`src/mtep_pkg.sv`:
```
// ----------------------------------------------------------------------------
// mtep_pkg
// shared types and constants for the midi track event parser
// ----------------------------------------------------------------------------
`timescale 1ns / 1ps
`default_nettype none

package mtep_pkg;

  localparam int unsigned COUNT_WIDTH_DEF = 32;

  localparam logic [23:0] TEMPO_RESET = 24'd500000;

  localparam logic [7:0] STATUS_BIT   = 8'h80;
  localparam logic [7:0] DATA_MASK    = 8'h7f;
  localparam logic [7:0] HI_MASK      = 8'hf0;
  localparam logic [7:0] STATUS_META  = 8'hff;
  localparam logic [7:0] META_EOT     = 8'h2f;
  localparam logic [7:0] META_TEMPO   = 8'h51;
  localparam logic [7:0] HI_PROG      = 8'hc0;
  localparam logic [7:0] HI_CHPRESS   = 8'hd0;
  localparam logic [7:0] HI_SYSTEM    = 8'hf0;
  localparam logic [7:0] NO_STATUS    = 8'h00;

  typedef enum logic [2:0] {
    KIND_CHAN2  = 3'd0,
    KIND_CHAN1  = 3'd1,
    KIND_SYSEX  = 3'd2,
    KIND_META   = 3'd3,
    KIND_TEMPO  = 3'd4,
    KIND_EOT    = 3'd5,
    KIND_ERROR  = 3'd6
  } event_kind_e;

  typedef struct packed {
    logic        valid;
    event_kind_e kind;
    logic [7:0]  status;
    logic [7:0]  first_data;
    logic [7:0]  second_data;
    logic [7:0]  meta_kind;
    logic [31:0] delta_ticks;
    logic [23:0] tempo_us;
  } result_t;

endpackage

`default_nettype wire

```
`src/mtep_core.sv`:
```
// ----------------------------------------------------------------------------
// mtep_core
// parser state and per-byte decode, one byte per enabled cycle
// ----------------------------------------------------------------------------
`timescale 1ns / 1ps
`default_nettype none

module mtep_core #(
  parameter int unsigned COUNT_WIDTH = mtep_pkg::COUNT_WIDTH_DEF
) (
  input  wire logic             clk_i,
  input  wire logic             rst_ni,
  input  wire logic             en_i,
  input  wire logic [7:0]       data_byte_i,
  input  wire logic             last_byte_i,
  output mtep_pkg::result_t     res_o
);
  import mtep_pkg::*;

  typedef enum logic [3:0] {
    PH_DELTA_START = 4'd0,
    PH_DELTA_MORE  = 4'd1,
    PH_STATUS      = 4'd2,
    PH_DATA1       = 4'd3,
    PH_DATA2       = 4'd4,
    PH_DATA_ONE    = 4'd5,
    PH_META_TYPE   = 4'd6,
    PH_LEN         = 4'd7,
    PH_BODY        = 4'd8
  } phase_e;

  localparam logic [COUNT_WIDTH-1:0] LEN_ZERO  = '0;
  localparam logic [COUNT_WIDTH-1:0] LEN_ONE   = COUNT_WIDTH'(1);
  localparam logic [COUNT_WIDTH-1:0] LEN_TEMPO = COUNT_WIDTH'(3);

  phase_e                 phase_q, phase_d;
  logic [7:0]             run_q, run_d;
  logic [7:0]             cur_q, cur_d;
  logic [31:0]            delta_q, delta_d;
  logic [COUNT_WIDTH-1:0] len_q, len_d;
  logic [COUNT_WIDTH-1:0] len_base;
  logic [7:0]             held_d1_q, held_d1_d;
  logic [7:0]             held_mk_q, held_mk_d;
  logic [23:0]            tempo_q, tempo_d;
  logic [23:0]            shift_q, shift_d;
  logic                   fin_q, fin_d;

  logic                   explicit_st;
  logic [7:0]             st_v;
  logic                   do_len;
  logic                   do_fin;
  logic                   do_err;
  result_t                res;

  always_comb begin
    phase_d   = phase_q;
    run_d     = run_q;
    cur_d     = cur_q;
    delta_d   = delta_q;
    len_d     = len_q;
    held_d1_d = held_d1_q;
    held_mk_d = held_mk_q;
    tempo_d   = tempo_q;
    shift_d   = shift_q;
    fin_d     = fin_q;
    len_base  = len_q;
    do_len    = 1'b0;
    do_fin    = 1'b0;
    do_err    = 1'b0;
    explicit_st = (data_byte_i & STATUS_BIT) != 8'h00;
    st_v      = cur_q;
    res       = '0;
    res.kind  = KIND_CHAN2;

    if (!fin_q) begin
      case (phase_q)
        PH_DELTA_START: begin
          delta_d = {25'd0, data_byte_i[6:0]};
          phase_d = explicit_st ? PH_DELTA_MORE : PH_STATUS;
        end
        PH_DELTA_MORE: begin
          delta_d = {delta_q[24:0], data_byte_i[6:0]};
          if (!explicit_st) begin
            phase_d = PH_STATUS;
          end
        end
        PH_STATUS: begin
          if (explicit_st) begin
            run_d = data_byte_i;
            st_v  = data_byte_i;
          end else begin
            st_v  = run_q;
          end
          if (!explicit_st && run_q == NO_STATUS) begin
            do_err = 1'b1;
          end else begin
            cur_d = st_v;
            if ((st_v & HI_MASK) == HI_PROG || (st_v & HI_MASK) == HI_CHPRESS) begin
              if (explicit_st) begin
                phase_d = PH_DATA_ONE;
              end else begin
                phase_d        = PH_DELTA_START;
                res.valid      = 1'b1;
                res.kind       = KIND_CHAN1;
                res.status     = st_v;
                res.first_data = data_byte_i;
              end
            end else if ((st_v & HI_MASK) == HI_SYSTEM) begin
              len_d    = LEN_ZERO;
              len_base = LEN_ZERO;
              if (st_v == STATUS_META) begin
                if (explicit_st) begin
                  phase_d = PH_META_TYPE;
                end else begin
                  held_mk_d = data_byte_i;
                  phase_d   = PH_LEN;
                end
              end else begin
                phase_d = PH_LEN;
                do_len  = !explicit_st;
              end
            end else begin
              if (explicit_st) begin
                phase_d = PH_DATA1;
              end else begin
                held_d1_d = data_byte_i;
                phase_d   = PH_DATA2;
              end
            end
          end
        end
        PH_DATA1: begin
          held_d1_d = data_byte_i;
          phase_d   = PH_DATA2;
        end
        PH_DATA2: begin
          phase_d         = PH_DELTA_START;
          res.valid       = 1'b1;
          res.kind        = KIND_CHAN2;
          res.status      = cur_q;
          res.first_data  = held_d1_q;
          res.second_data = data_byte_i;
        end
        PH_DATA_ONE: begin
          phase_d        = PH_DELTA_START;
          res.valid      = 1'b1;
          res.kind       = KIND_CHAN1;
          res.status     = cur_q;
          res.first_data = data_byte_i;
        end
        PH_META_TYPE: begin
          held_mk_d = data_byte_i;
          len_d     = LEN_ZERO;
          phase_d   = PH_LEN;
        end
        PH_LEN: begin
          do_len = 1'b1;
        end
        PH_BODY: begin
          if (held_mk_q == META_TEMPO && cur_q == STATUS_META) begin
            shift_d = {shift_q[15:0], data_byte_i};
          end
          len_d = len_q - LEN_ONE;
          if (len_d == LEN_ZERO) begin
            do_fin = 1'b1;
          end
        end
        default: begin
          phase_d = PH_DELTA_START;
        end
      endcase
    end

    // length byte
    if (do_len) begin
      len_d = {len_base[COUNT_WIDTH-8:0], data_byte_i[6:0]};
      if (!explicit_st) begin
        shift_d = '0;
        if (cur_d == STATUS_META && held_mk_d == META_TEMPO && len_d != LEN_TEMPO) begin
          do_err = 1'b1;
        end else if (len_d == LEN_ZERO) begin
          do_fin = 1'b1;
        end else begin
          phase_d = PH_BODY;
        end
      end
    end

    // end of a sysex or meta body
    if (do_fin) begin
      phase_d   = PH_DELTA_START;
      res.valid = 1'b1;
      if (cur_d != STATUS_META) begin
        res.kind   = KIND_SYSEX;
        res.status = cur_d;
      end else if (held_mk_d == META_EOT) begin
        fin_d         = 1'b1;
        res.kind      = KIND_EOT;
        res.status    = STATUS_META;
        res.meta_kind = META_EOT;
      end else if (held_mk_d == META_TEMPO) begin
        tempo_d       = shift_d;
        res.kind      = KIND_TEMPO;
        res.status    = STATUS_META;
        res.meta_kind = META_TEMPO;
      end else begin
        res.kind      = KIND_META;
        res.status    = STATUS_META;
        res.meta_kind = held_mk_d;
      end
    end

    // chunk ends mid-event
    if (last_byte_i && !res.valid && !do_err && !fin_d && phase_d != PH_DELTA_START) begin
      do_err = 1'b1;
    end

    if (do_err) begin
      fin_d           = 1'b1;
      res             = '0;
      res.valid       = 1'b1;
      res.kind        = KIND_ERROR;
      res.status      = cur_d;
    end

    res.delta_ticks = delta_d;
    res.tempo_us    = tempo_d;

    if (last_byte_i) begin
      phase_d   = PH_DELTA_START;
      run_d     = NO_STATUS;
      cur_d     = NO_STATUS;
      delta_d   = '0;
      len_d     = LEN_ZERO;
      held_d1_d = '0;
      held_mk_d = '0;
      shift_d   = '0;
      fin_d     = 1'b0;
    end
  end

  always_ff @(posedge clk_i or negedge rst_ni) begin
    if (!rst_ni) begin
      phase_q   <= PH_DELTA_START;
      run_q     <= NO_STATUS;
      cur_q     <= NO_STATUS;
      delta_q   <= '0;
      len_q     <= LEN_ZERO;
      held_d1_q <= '0;
      held_mk_q <= '0;
      tempo_q   <= TEMPO_RESET;
      shift_q   <= '0;
      fin_q     <= 1'b0;
    end else if (en_i) begin
      phase_q   <= phase_d;
      run_q     <= run_d;
      cur_q     <= cur_d;
      delta_q   <= delta_d;
      len_q     <= len_d;
      held_d1_q <= held_d1_d;
      held_mk_q <= held_mk_d;
      tempo_q   <= tempo_d;
      shift_q   <= shift_d;
      fin_q     <= fin_d;
    end
  end

  assign res_o = res;

endmodule

`default_nettype wire

```
`src/midi_track_event_parser.sv`:
```
// ----------------------------------------------------------------------------
// midi_track_event_parser
// decodes the events of one standard midi file track chunk, while not stalled, one byte per cycle
// ----------------------------------------------------------------------------
// output: the result is registered and is valid in the cycle after the byte that ends
//   the event (or the error) is accepted
// throughput: one byte per cycle while in_stall_o is low; input stalls while a held result sees out_stall_i
// reset: parser waits for a delta time, no running status, tempo 500000 us
`timescale 1ns / 1ps
`default_nettype none

module midi_track_event_parser #(
  parameter int unsigned COUNT_WIDTH = mtep_pkg::COUNT_WIDTH_DEF
) (
  input  wire logic        clk_i,
  input  wire logic        rst_ni,
  input  wire logic        in_valid_i,
  output logic             in_stall_o,
  input  wire logic [7:0]  data_byte_i,
  input  wire logic        last_byte_i,
  output logic             out_valid_o,
  input  wire logic        out_stall_i,
  output logic [2:0]       event_kind_o,
  output logic [7:0]       status_byte_o,
  output logic [7:0]       first_data_o,
  output logic [7:0]       second_data_o,
  output logic [7:0]       meta_kind_o,
  output logic [31:0]      delta_ticks_o,
  output logic [23:0]      tempo_us_o
);
  import mtep_pkg::*;

  logic    in_accept;
  result_t res;
  result_t out_q;
  logic    out_valid_q, out_valid_d;

  assign in_stall_o = out_valid_q && out_stall_i;
  assign in_accept  = in_valid_i && !in_stall_o;

  mtep_core #(
    .COUNT_WIDTH(COUNT_WIDTH)
  ) u_core (
    .clk_i       (clk_i),
    .rst_ni      (rst_ni),
    .en_i        (in_accept),
    .data_byte_i (data_byte_i),
    .last_byte_i (last_byte_i),
    .res_o       (res)
  );

  always_comb begin
    out_valid_d = out_valid_q;
    if (in_accept) begin
      out_valid_d = res.valid;
    end else if (out_valid_q && !out_stall_i) begin
      out_valid_d = 1'b0;
    end
  end

  always_ff @(posedge clk_i or negedge rst_ni) begin
    if (!rst_ni) begin
      out_valid_q <= 1'b0;
    end else begin
      out_valid_q <= out_valid_d;
    end
  end

  always_ff @(posedge clk_i) begin
    if (in_accept && res.valid) begin
      out_q <= res;
    end
  end

  assign out_valid_o   = out_valid_q;
  assign event_kind_o  = out_q.kind;
  assign status_byte_o = out_q.status;
  assign first_data_o  = out_q.first_data;
  assign second_data_o = out_q.second_data;
  assign meta_kind_o   = out_q.meta_kind;
  assign delta_ticks_o = out_q.delta_ticks;
  assign tempo_us_o    = out_q.tempo_us;

endmodule

`default_nettype wire
```
`config.mk`:
```
export PLATFORM = sky130hd
export DESIGN_NAME = midi_track_event_parser
export DESIGN_NICKNAME = d
export VERILOG_FILES = /design/src/mtep_pkg.sv /design/src/mtep_core.sv /design/src/midi_track_event_parser.sv
export SDC_FILE = /design/constraint.sdc
export NUM_CORES = 1
export LEC_CHECK = 0
export BUFFER_PORTS_ARGS = -buffer_cell sky130_fd_sc_hd__buf_4
export CAP_MARGIN = 20
export CORE_ASPECT_RATIO = 0.9
export CORE_MARGIN = 3
export CORE_UTILIZATION = 55
export DETAILED_ROUTE_END_ITERATION = 12
export PLACE_DENSITY = 0.79
export SETUP_SLACK_MARGIN = 0.15
export SKIP_CTS_REPAIR_TIMING = 1
export SYNTH_ARGS = -nofsm -noshare
export SYNTH_HDL_FRONTEND = slang
export SYNTH_HIERARCHICAL = 1
export SYNTH_SLANG_ARGS = --single-unit
```
`constraint.sdc`:
```
create_clock -name clk_i -period 9.3 [get_ports clk_i]
set_clock_uncertainty 0.15 [all_clocks]
set_input_delay 1.86 -clock clk_i [delete_from_list [all_inputs] [get_ports clk_i]]
set_output_delay 1.86 -clock clk_i [all_outputs]
set_load 0.02 [all_outputs]
```
Yosys cells after proc, flatten, opt, wreduce, memory -nomap -nowiden
Index checks and enable logic that the tools add are counted.
W data, S select, Z words.
{ "totals": {"reg_bits": 241, "inputBits": 13, "output_inout_bits": 93, "wordCells": 189} }
{ "op_classes": {"n_addsub": 1, "eq_ne": 25, "mux": 104, "n_bitwise": 2, "reduce_logical": 37} }
{ "op_table": {"columns": ["operator", "n"], "rows": [
  ["$mux W32", 8],
  ["$mux W24", 10],
  ["$mux W8", 26],
  ["$pmux W32 S3", 1],
  ["$mux W92", 1],
  ["$logic_not A32 Y1", 2],
  ["$pmux W32 S2", 1],
  ["$mux W20", 3],
  ["$pmux W20 S3", 1],
  ["$mux W25", 2],
  ["$mux W4", 10],
  ["$mux W11", 3],
  ["$ne A32 B2 Y1 const B", 1],
  ["$pmux W8 S2", 2],
  ["$sub A32 B1 Y32 const B", 1],
  ["$mux W1", 28],
  ["$mux W28", 1],
  ["$eq A8 B8 Y1 const B", 3],
  ["$pmux W4 S6", 1],
  ["$eq A4 B3 Y1 const B", 4],
  ["$eq A4 B4 Y1 const B", 4],
  ["$eq A8 B7 Y1 const B", 2],
  ["$ne A3 B3 Y1 const B", 5],
  ["$logic_and A1 B1 Y1", 12],
  ["24 further kinds", 37]
]} }

Logic depth before layout (Yosys ltp)
Gate-level depths: netlist of the first run.
{ "depth": {"ltp_word": 25, "depth_mapped": 14, "ltp_nobuf": 12} }

Hierarchy
Netlist of the first run, hierarchy kept.
{ "by_module_without_submodules": {"columns": ["mod", "instances", "cells_each", "area_each_um2", "seq_area_each_um2"], "rows": [
  ["mtep_core", 1, 1125, 9676.8, 3737.3],
  ["midi_track_event_parser", 1, 97, 2796.4, 2757.6]
]} }

Least setup slack after synthesis of the first run
Ideal clock, no wire load.
{ "synth_path": {"path_type": "input-to-reg", "startpoint": "input data_byte_i[7]", "endpoint": "register out_q, in the netlist delta_ticks_o[0], enable pin", "setup_ns": 0.541, "t_arrival_ns": 7.888, "required_ns": 8.609, "slack_ns": 0.720, "path_stages": 11, "n_path_buf": 1, "cell_sequence": "buf_2 and4b_1 a22oi_1 a31oi_1 nor3_1 nor4b_1 o2bb2ai_1 nor3_2 o21ai_0 nand2_1 nor2_1"} }
{ "synth_rtl": {"columns": ["item", "line", "rtl"], "rows": [
  ["start, declared", "midi_track_event_parser.sv:19", "input wire logic [7:0] data_byte_i,"],
  ["end signal, assigned", "midi_track_event_parser.sv:71", "out_q <= res;"],
  ["end, declared", "midi_track_event_parser.sv:35", "result_t out_q;"]
]} }

==> results of run 1 <==
cells by family (layout without fill, tap and decap cells):
| group | after synthesis | count (layout) |
|---|---|---|
| buffers and inverters | 116 | 185 |
| DFF | 241 | 241 |
| xor gates and xnor gates | 10 | 10 |
| muxes | 62 | 62 |
| adders and majority gates | 2 | 2 |
| other | 0 | 1 |
| AOI/OAI and AO/OA | 337 | 337 |
| and+or+nand+nor | 454 | 454 |
path summary, 6_finish.rpt:
check	to	from	cells after the start	slack, ns
worst max-delay path	meta_kind_o[5]	data_byte_i[7]	12	3.14
worst max register to register	meta_kind_o[5]	u_core/len_q[0]	13	3.42
max in group asynchronous	u_core/shift_q[1]	rst_ni	2	6.37
worst min-delay path	u_core/held_d1_q[0]	u_core/held_d1_q[0]	2	0.33
worst min register to register	u_core/held_d1_q[0]	u_core/held_d1_q[0]	2	0.33
min in group asynchronous	u_core/len_q[23]	rst_ni	1	1.27
flip-flops by register name, summed over array words and instances (netlist names), 4 cells and up:
signal,count
meta_kind_o,8
delta_ticks_o,32
tempo_us_o,24
u_core/tempo_q,24
u_core/cur_q,8
u_core/phase_q,4
u_core/shift_q,24
status_byte_o,8
u_core/len_q,32
u_core/held_mk_q,8
first_data_o,8
u_core/run_q,8
u_core/delta_q,32
u_core/held_d1_q,8
second_data_o,8
cells in the final DEF (no fill, tap or decap), drive strengths merged, types with 7 or more instances in the layout:
cell,count
a21oi,70
mux2,54
o22ai,8
nand4,15
inv,16
a21o,8
buf,124
nand3,40
mux2i,8
edfxtp,91
nor3,30
o31ai,18
xnor2,7
dfstp,7
clkbuf,35
nand2b,12
o21ai,70
a22o,74
nor2,70
and3,15
clkinv,8
a211oi,7
and2,7
nor4,20
or3,9
dfrtp,143
nor4b,9
nand2,188
a31oi,8
a22oi,22
layout make-up:
type	count	area, µm²	area share
antenna	1	2.50	0.000176
sequential	241	6490	0.456
multi-input combinational	865	5530	0.389
tap	291	364	0.0256
clock inverter	10	96.3	0.00677
inverter	16	60.1	0.00422
timing repair buffer	124	962	0.0676
clock buffer	35	726	0.0510
through the flow:
step / cells / worst slack, ns / hold slack, ns
2_1_floorplan: 1222 / 0.720 / 0.299
3_3_place_gp: 1535 / 2.93 / 0.313
3_5_place_dp: 1535 / 2.71 / 0.321
4_1_cts: 1580 / 3.26 / 0.335
5_1_grt: 1583 / 2.83 / 0.355
6_report: 1583 / 3.14 / 0.333
worst max-delay path: stages:
cell     delay, ns
buf_4         0.22
and4b_1       0.37
and2_0        0.34
a31oi_1       0.15
o31ai_1       0.67
nand4_1       0.33
a21oi_1       0.27
nor3_2        0.13
o21ai_0       0.13
nand2_1       0.16
nor2_4        0.66
buf_4         0.78
power groups by stage:
stage | Sequential (mW) | Combinational (mW) | Clock, mW
2_1_floorplan | 1.51 | 0.558 | 0
3_3_place_gp | 1.42 | 1.01 | 0
3_5_place_dp | 1.42 | 1.02 | 0
4_1_cts | 1.40 | 1.03 | 1.02
5_1_grt | 1.42 | 1.12 | 1.06
6_report | 1.41 | 1.04 | 1.00
metal layers:
layer	wire (µm)	global-route usage	up-vias	share of wire
li1	-	-	4676	-
met2	15000	0.409	645	0.44
met1	14700	0.427	4993	0.43
met3	3360	0.0478	94	0.098
met5	0	0	-	0
met4	1030	0.0751	0	0.030
==> metrics, run 1 <==
run status completed; worst rel slew slack 0.287; Synth Flop Type dfrtp_1; Core Util, Final 0.649; total power after layout 3.45 mW; Std-Cell Core Area 22,000 µm²; WP data required 9.29 ns; Data arrival, critical path 6.15 ns; cell taking the most area after synthesis dfrtp_1; syn_area_per_cell 10.2 µm²; Synth Area in Adders 0.00201; design area 14,200 µm²; number of synthesized register bits 241; clock buffer depth 3; Lkg Pwr 6.03 nW; share of cells above drive strength 1 0.191; Sw Share 0.365; CP Capture Type register; Mapped Area 12,500 µm²; Slew Viols, Final 0; mean routed wirelength per cell 21.6 µm; Max Clk Rate 162 MHz; Die Width 165 µm; synth top area cells dfrtp_1 29%, edfxtp_1 22%, nand2_1 5.6%; first-pass GRT wire length 54.5 mm; Async SR Flop Fraction 0.622; Filler cells 1,725; simple-gate area share of the yosys netlist 0.184; Worst-Margin Slew 1.07 ns; final WL 34.1 mm; row count 51; Worst setup SP type input pin; min cycle time layout 6.16 ns; CTS tree done; vias in the first global route 9,668; synthesized net count 1,237; Post-synth EDFFs 91; Min-Delay Path Class reg -> reg; CTS sink count 241; Seq pwr share 0.408; Vias 10.4k; total CTS buffers 25; CP Class in -> reg; number of remaining DRC errors 0; internal power 2.19 mW; total of max-cap violations 0; Initial Utilization 0.568; post-synthesis cell count 1,222; NumNets Final 1,288; post-synthesis mux area share 0.0612; synthesis-to-layout area growth 14.1%; post-route ant nets 0; Synth Area in XOR/XNOR 0.00702; dominant combinational cell family by area after synthesis compound AO/OA/AOI/OAI gates; Yosys top cell area share 0.287; Comb power frac 0.302; Skew-Pair Late Insertion Delay 0.52 ns; Yosys warning total 6; setup TNS 0 ns; Psw 1.26 mW; Final Setup Violations 0; Avg Vias per Cell 6.57; period utilisation layout 0.663; total gr overflow 0; 1st-iter DRT viols 1,466; RD Place Congestion 0.988; chip height 149 µm; Post-DP Area 13,400 µm²; Netlist cell types 85; hpwl dp 21.9 mm; Buffers on Ports 105; antenna violations before repair 1; Die ar. 24,500 µm²; largest net degree at the start of global routing 88; TritonRoute pass-1 iters 6; root buffer cell clkbuf_16; Clk pwr share 0.290; top-count cell post-synth nand2_1; ports placed on the boundary 106; unrepaired setup endpoints after global routing false; synth cell count leaders 187 x nand2_1, 143 x dfrtp_1, 91 x edfxtp_1, 83 x clkbuf_1, 74 x a22o_1; worst vdd ir 0.185 mV; Power Density 242 nW/µm²; H-tree levels 1; final hold vios 0; Seq/Total Area, Yosys 0.521; Synth Area in Compound Gates 0.186; Max Fanout on Critical Path 66; clock transition at the registers of the reported paths 0.06 ns; GRT Total Usage 0.278
(Power assumes the default switching activity.)
==> run 2, diff against run 1 <==
clock period = 6.2 ns   (was 9.3 ns; I/O delays follow)
==> run 2 against run 1 <==
  * Clock power rose by 46%
  * Total power rose by 49%
  * Sequential share of layout area fell by 0.11 points
  * Utilization rose by 0.16 points
  * Critical path depth rose by 2
  * Hold slack got worse by 0.0011 ns
  * Wire length rose by 2.9%
  * Non-clock buffer count rose by 4
  * Die area did not move
  * Critical path type is now reg -> reg
  * Largest power group unchanged
  * Highest routed layer unchanged
==> metrics, run 2 (synthesis results as in run 1) <==
Slew Viols, Final 0; Psw 1.86 mW; largest net degree at the start of global routing 96; # diodes 0; Min-Delay Path Depth 1; 1st-iter DRT viols 1,225; row count 51; TritonRoute pass-1 iters 6; post-route ant nets 0; clock transition at the registers of the reported paths 0.07 ns; RD Place Congestion 0.972; Die ar. 24,500 µm²; setup TNS 0 ns; total of max-cap violations 0; Fin Hold WS 0.332 ns; Register-to-Register Setup Slack 1.04 ns; R2R depth 14; Avg Vias per Cell 6.54; Final Setup Violations 0; number of remaining DRC errors 0; Buffers on Ports 105; period utilisation layout 0.832; Lkg Pwr 6.05 nW; total power after layout 5.16 mW; share of cells above drive strength 1 0.196; worst vdd ir 0.552 mV; synthesis-to-layout area growth 14.4%; placed cells 1,540; commonest non-fill, non-tap cell in the layout nand2_1; total CTS buffers 24; Seq pwr share 0.409; Core Util, Final 0.650; CTS sink count 241; Vias 10.4k; chip height 149 µm; WP data required 6.20 ns; Std-Cell Core Area 22,000 µm²; end of the worst hold path u_core/shift_q[23]; Comb power frac 0.307; run status completed; Clk pwr share 0.284; total gr overflow 0; Sw Share 0.361; min cycle time layout 5.16 ns; Initial Utilization 0.568; Skew-Pair Late Insertion Delay 0.52 ns; reg2reg start u_core/len_q[0]; worst rel slew slack 0.258; clock buffer depth 3; CTS tree done; Die Width 165 µm; antenna violations before repair 0; internal power 3.29 mW; H-tree levels 1; CP Class reg -> reg; most frequent cells in the layout 187 x nand2_1, 143 x dfrtp_1, 125 x buf_4, 91 x edfxtp_1, 74 x a22o_1; Max Fanout on Critical Path 86; first-pass GRT wire length 55.4 mm; final WL 35.1 mm; Min-Delay Path Class reg -> reg; vias in the first global route 9,781; ports placed on the boundary 106; root buffer cell clkbuf_16; Worst-Margin Slew 1.11 ns; Worst setup SP type register; mean routed wirelength per cell 22.1 µm; hold wc startpoint u_core/shift_q[23]; Power Density 361 nW/µm²; NumNets Final 1,291; GRT Total Usage 0.283; unrepaired setup endpoints after global routing false; hpwl dp 22.1 mm; Post-Layout Cell Count 1,585; Max Clk Rate 194 MHz; worst r2r dst event_kind_o[0]; Data arrival, critical path 5.16 ns; final hold vios 0; CP Capture Type register
==> run 2: power groups by stage <==
stage | Combinational (mW) | Sequential (mW) | Clock, mW
final | 1.58 | 2.11 | 1.46
after global routing | 1.70 | 2.13 | 1.56
after CTS | 1.57 | 2.10 | 1.49
after detailed placement | 1.56 | 2.13 | 0
after global placement | 1.55 | 2.13 | 0
after floorplan | 0.841 | 2.24 | 0
==> run 2: worst max-delay path by stage <==
stage / from / endpoint / depth (start not counted)
2_1_floorplan: data_byte_i[7] / delta_ticks_o[0] / 11
3_3_place_gp: data_byte_i[7] / meta_kind_o[2] / 13
3_5_place_dp: data_byte_i[7] / meta_kind_o[2] / 13
4_1_cts: u_core/len_q[0] / event_kind_o[0] / 14
5_1_grt: u_core/len_q[0] / event_kind_o[0] / 14
6_report: u_core/len_q[0] / event_kind_o[0] / 14
==> run 2: metrics by stage <==
stage	instance area, µm²	setup slack (ns)
floorplan	12500	0.776
global placement	13400	1.05
detailed placement	13400	0.929
CTS	14200	1.19
global route	14300	0.686
finish	14300	1.04
==> run 2: critical path, stage by stage, from the launching register on <==
cell       delay, ns
dfrtp_1         0.49
inv_1           0.14
ha_1            0.28
nor4b_1         0.35
nand3_1         0.55
nor4_1          0.45
xnor2_1         0.26
nand4_1         0.16
o2bb2ai_1       0.64
nor3_2          0.10
buf_4           0.20
o21ai_0         0.10
nand2_1         0.18
nor2_4          0.23
buf_12          0.38
==> run 2: cell type report <==
| class | instances | area, µm² |
|---|---|---|
| Clock buffer | 36 | 768 |
| Clock inverter | 8 | 47.5 |
| Fill cell | 1719 | 7680 |
| Inverter | 16 | 60.1 |
| Multi-Input combinational cell | 865 | 5540 |
| Sequential cell | 241 | 6490 |
| Tap cell | 291 | 364 |
| Timing Repair Buffer | 128 | 997 |
==> run 2: metal layers <==
layer | up-vias | track usage | wire, µm
met5 | - | 0 | 0
met4 | 0 | 0.0717 | 900
met3 | 76 | 0.0394 | 3000
met2 | 537 | 0.431 | 16100
met1 | 5087 | 0.428 | 15100
li1 | 4671 | - | -
